### src/rtl/ttw_pkg.sv
package ttw_pkg;

   localparam int COLUMNS_DEF = 80;
   localparam int ROWS_DEF    = 25;

   localparam int CHAR_W    = 8;
   localparam int INDEX_W   = 11;
   localparam int COLOR_W   = 8;
   localparam int VALUE_W   = 16;
   localparam int ROW_OUT_W = 5;
   localparam int COL_OUT_W = 7;

   localparam int REQ_DATA_W = 24;
   localparam int RSP_DATA_W = 32;

   localparam int RSP_ROW_LSB    = VALUE_W;
   localparam int RSP_COL_LSB    = VALUE_W + ROW_OUT_W;
   localparam int RSP_SCROLL_BIT = VALUE_W + ROW_OUT_W + COL_OUT_W;

   localparam logic [CHAR_W-1:0]  NEWLINE_CODE = 8'd10;
   localparam logic [CHAR_W-1:0]  SPACE_CODE   = 8'd32;
   localparam logic [COLOR_W-1:0] RESET_COLOR  = 8'h07;

   localparam int QUEUE_DEPTH = 2;
   localparam int QPTR_W      = $clog2(QUEUE_DEPTH);

   typedef enum logic [1:0] {
      OP_PUT,
      OP_NEWLINE,
      OP_READ,
      OP_READ_NONE
   } op_type;

   typedef struct packed {
      op_type              op;
      logic [CHAR_W-1:0]   char_code;
      logic [INDEX_W-1:0]  cell_index;
   } item_type;

   typedef struct packed {
      logic     valid;
      item_type item;
   } head_type;

endpackage

### src/rtl/ttw_front.sv
module ttw_front #(
   parameter int COLUMNS = 80,
   parameter int ROWS    = 25
) (
   input  logic                            clock,
   input  logic                            reset,
   input  logic                            accept_en,
   input  logic                            req_tvalid,
   output logic                            req_tready,
   input  logic                            req_tuser,   // cmd
   input  logic [ttw_pkg::REQ_DATA_W-1:0]  req_tdata,   // char_code, cell_index
   input  logic                            pop,
   output ttw_pkg::head_type               head
);
   import ttw_pkg::*;

   localparam int CELLS = COLUMNS * ROWS;

   item_type           entry_ff [QUEUE_DEPTH];
   logic [QPTR_W-1:0]  wr_ptr_ff, wr_ptr_in;
   logic [QPTR_W-1:0]  rd_ptr_ff, rd_ptr_in;
   logic [QPTR_W:0]    count_ff, count_in;
   item_type           new_item;
   logic               push;

   // classify the item so the back end only dispatches
   always_comb begin
      new_item.char_code  = req_tdata[CHAR_W-1:0];
      new_item.cell_index = req_tdata[CHAR_W +: INDEX_W];
      if (req_tuser) begin
         if (32'(new_item.cell_index) < CELLS) begin
            new_item.op = OP_READ;
         end else begin
            new_item.op = OP_READ_NONE;
         end
      end else if (new_item.char_code == NEWLINE_CODE) begin
         new_item.op = OP_NEWLINE;
      end else begin
         new_item.op = OP_PUT;
      end
   end

   assign req_tready = accept_en && (count_ff != (QPTR_W+1)'(QUEUE_DEPTH));
   assign push       = req_tvalid && req_tready;

   always_comb begin
      wr_ptr_in = push ? wr_ptr_ff + QPTR_W'(1) : wr_ptr_ff;
      rd_ptr_in = pop  ? rd_ptr_ff + QPTR_W'(1) : rd_ptr_ff;
      count_in  = count_ff;
      if (push && !pop) begin
         count_in = count_ff + (QPTR_W+1)'(1);
      end else if (pop && !push) begin
         count_in = count_ff - (QPTR_W+1)'(1);
      end
   end

   always_ff @(posedge clock) begin
      if (push) begin
         entry_ff[wr_ptr_ff] <= new_item;
      end
      if (reset) begin
         wr_ptr_ff <= '0;
         rd_ptr_ff <= '0;
         count_ff  <= '0;
      end else begin
         wr_ptr_ff <= wr_ptr_in;
         rd_ptr_ff <= rd_ptr_in;
         count_ff  <= count_in;
      end
   end

   assign head.valid = (count_ff != '0);
   assign head.item  = entry_ff[rd_ptr_ff];

endmodule

### config.mk
export PLATFORM = sky130hd
export DESIGN_NAME = ttw_front
export DESIGN_NICKNAME = d
export VERILOG_FILES = /design/src/rtl/ttw_pkg.sv /design/src/rtl/ttw_front.sv
export SDC_FILE = /design/constraint.sdc
export NUM_CORES = 1
export LEC_CHECK = 0
export ABC_AREA = 0
export BUFFER_PORTS_ARGS = -buffer_cell sky130_fd_sc_hd__buf_2
export CORE_UTILIZATION = 50
export DETAILED_ROUTE_END_ITERATION = 8
export PLACE_DENSITY = 0.78
export SLEW_MARGIN = 20
export SYNTH_ARGS = -nofsm -noshare
export SYNTH_HDL_FRONTEND = slang
export SYNTH_SLANG_ARGS = --single-unit
### constraint.sdc
create_clock -name clock -period 2 [get_ports clock]
set_input_delay 0.3 -clock clock [delete_from_list [all_inputs] [get_ports clock]]
set_output_delay 0.3 -clock clock [all_outputs]
set_load 0.01 [all_outputs]
==> impl_metrics.json <==
{
  "status": "finished, final reports clean",
  "crit_fanout": 17,
  "synth_area_leader_cell": "edfxtp_1",
  "synth.avg_cell_area_um2": 18.01,
  "critical_path_arrival_ps": 1530,
  "setup_violations": 0,
  "yosys-top-cells-area": "edfxtp_1 71%, mux2_2 14%, dfxtp_1 5.6%, nor2_1 1.9%, xor2_1 0.98%",
  "chipHeight_um": 61.72,
  "rr_endpoint": "count_ff[1]$_SDFFE_PP0P_",
  "rr_startpoint": "count_ff[1]$_SDFFE_PP0P_",
  "dieArea_um2": 3809,
  "gp_congestion": 0.6363,
  "viasPerCell": 4.950,
  "insertion_delay_ps": 350,
  "fin_crit_sh_pct": 91.39,
  "cts_tree": "built",
  "skew_ps": 12.10,
  "start_util_pct": 53.01,
  "maxCapViolCount": 0,
  "rows": 21,
  "multi_input_area_um2": 401.6,
  "grt_first_pass_wirelength_um": 3898,
  "yosysMostFrequentCell": "edfxtp_1",
  "finalCriticalPeriod_ps": 1828,
  "cts-root-buf": "clkbuf_4",
  "leakagePower_nw": 0.8168,
  "first_global_vias": 898,
  "max_slew_margin_pct": 80.06,
  "fin_ws_ps": 172.2,
  "grt_overflow_total": 0,
  "setup.worst_path.start_class": "register",
  "cts_inserted_buffers": 5,
  "io_pins": 53,
  "core_um2": 3363,
  "synth_cell_type_count": 18,
  "min_from": "req_tdata[10]",
  "critical_path.max_stage_delay_ps": 500,
  "dp_slack_ps": 378.5,
  "regArea_um2": 1361,
  "ant_nets": 0,
  "critPathRequiredTime_ps": 1700,
  "path_cells": "buf_12 > mux2_2 > buf_2",
  "cts.sinks": 47,
  "vias": 995,
  "rrSetupSlack_ps": 370,
  "synth_enable_flop_cells": 42,
  "hold_violations": 0,
  "ctsHtreeMaxLevel": 2,
  "path_buf_inv": 2,
  "worst-setup-path-type": "reg -> out",
  "fin_tns_setup_ps": 0,
  "finalPower_w": 0.001813,
  "fin_util_pct": 64.21,
  "dp.final_hpwl_um": 1869,
  "drv_slew": 0,
  "synthFlopType": "edfxtp_1",
  "grt_max_degree": 22,
  "min_path_cells": 1,
  "wl_um": 2701,
  "ys_ff_latch": 47,
  "final_nets": 185,
  "syn-cell-area_um2": 1783,
  "clockBufferDepth": 2,
  "synth_nets": 130,
  "post_cts_resized": 0,
  "syn_to_final_growth_pct": 21.12,
  "endpoint_kind": "primary output",
  "min_to": "entry_ff[1][2]$_DFFE_PP_",
  "worst_slew_pin_slew_ps": 294.9,
  "seq_area_frac_synth_pct": 76.35,
  "post_cts_buffers": 0,
  "cp_top_family": "flip-flops",
  "whs_ps": 136.9,
  "grt_use_total_pct": 15.25,
  "async_flop_share_pct": 0,
  "slowest_stage": "dfxtp_1",
  "yosys-top-cells-count": "42 x edfxtp_1, 22 x mux2_2, 9 x nor2_1",
  "post-route-drc-count": 0,
  "dr.pass1.iters": 4,
  "detail_route.wl_per_cell_um": 13.44,
  "syn-instance-count": 99,
  "ir_worst_vdd_mv": 0.5151,
  "holdBufCountCts": 0,
  "die_w_um": 61.72,
  "clkTransAtPathRegs_ps": 120,
  "r2r_cells": 6,
  "hp-class": "in -> reg",
  "drive_above_1_share_pct": 53.55,
  "n_fill_cell": 278,
  "grt_setup_unrepaired": "false",
  "drtIter0Drc": 27,
  "numPortBuffers": 47,
  "yosysTopAreaCellShare_pct": 70.74,
  "fmax_mhz": 547.1,
  "ys_warn_count": 0,
  "diodes": 0,
  "antenna_found_initial": 0,
  "powerDensity_nw_per_um2": 839.6
}
==> cell families (layout without fill, tap and decap cells) <==
family	Yosys count	in the layout	synth area share, %
adder cells (fa/ha/maj)	1	1	0.7016
buffers and inverters	6	62	1.403
AO/OA/AOI/OAI	6	6	2.386
multiplexers	22	22	13.89
AND/OR/NAND/NOR	14	14	3.790
flip-flops	47	47	76.35
XOR/XNOR	3	3	1.474
==> placed cells by master (no fill, tap or decap), types with 2 or more instances in the layout <==
| cell type | instances |
|---|---|
| buf_2 | 47 |
| edfxtp_1 | 42 |
| mux2_2 | 22 |
| nor2_1 | 7 |
| dfxtp_1 | 5 |
| clkbuf_4 | 5 |
| inv_1 | 4 |
| nor2_2 | 2 |
| nand4_1 | 2 |
| o21ai_0 | 2 |
| xor2_1 | 2 |
| buf_4 | 2 |
==> worst register-to-register path, delay by kind of cell, from the launching register on <==
| kind | cells | cell delay [ps] |
|---|---|---|
| AO/OA/AOI/OAI | 2 | 400 |
| adder cells (fa/ha/maj) | 1 | 310 |
| buffers and inverters | 2 | 140 |
| flip-flops | 1 | 370 |
| AND/OR/NAND/NOR | 1 | 360 |
==> worst max-delay path by stage <==
| stage | cells after the start | from | to | slack [ps] |
|---|---|---|---|---|
| 6_report | 3 | register | head[19] | 170 |
| 5_1_grt | 3 | register | head[20] | 90 |
| 4_1_cts | 3 | register | head[19] | 140 |
| 3_3_place_gp | 6 | count_ff[1]$_SDFFE_PP0P_ | count_ff[1]$_SDFFE_PP0P_ | 430 |
| 2_1_floorplan | 2 | count_ff[0]$_SDFFE_PP0P_ | entry_ff[1][0]$_DFFE_PP_ | 160 |
| 3_5_place_dp | 6 | count_ff[1]$_SDFFE_PP0P_ | count_ff[1]$_SDFFE_PP0P_ | 380 |
==> metal layers <==
layer / track usage [%] / wire (µm)
met2: 27.19 / 1406
met5: 0 / 0
met1: 15.61 / 1086
met3: 6.418 / 167
met4: 6.667 / 40
==> through the flow <==
stage / std cells / instance area [µm²]
global route: 201 / 2160
finish: 201 / 2160
floorplan: 99 / 1783
detailed placement: 193 / 2106
global placement: 193 / 2106
CTS: 201 / 2160
==> state kept, by name (all words and copies together), names as in the netlist, named ones only <==
register	count
entry_ff	42
count_ff	2
rd_ptr_ff	1
wr_ptr_ff	1
==> area by class of cell <==
type / instances / share of cell area (%)
timing repair buffer: 50 / 12.51
inverter: 4 / 0.6952
clock buffer: 6 / 1.912
multi-input combinational: 46 / 18.60
sequential: 47 / 63.04
clock inverter: 2 / 0.5794
tap: 46 / 2.665
==> power by group <==
group	switching (W)	internal (W)
combinational	0.000128	0.000129
sequential	0.0000244	0.00113
clock	0.000269	0.000136
No activity file was read; power rests on OpenSTA's default activity.
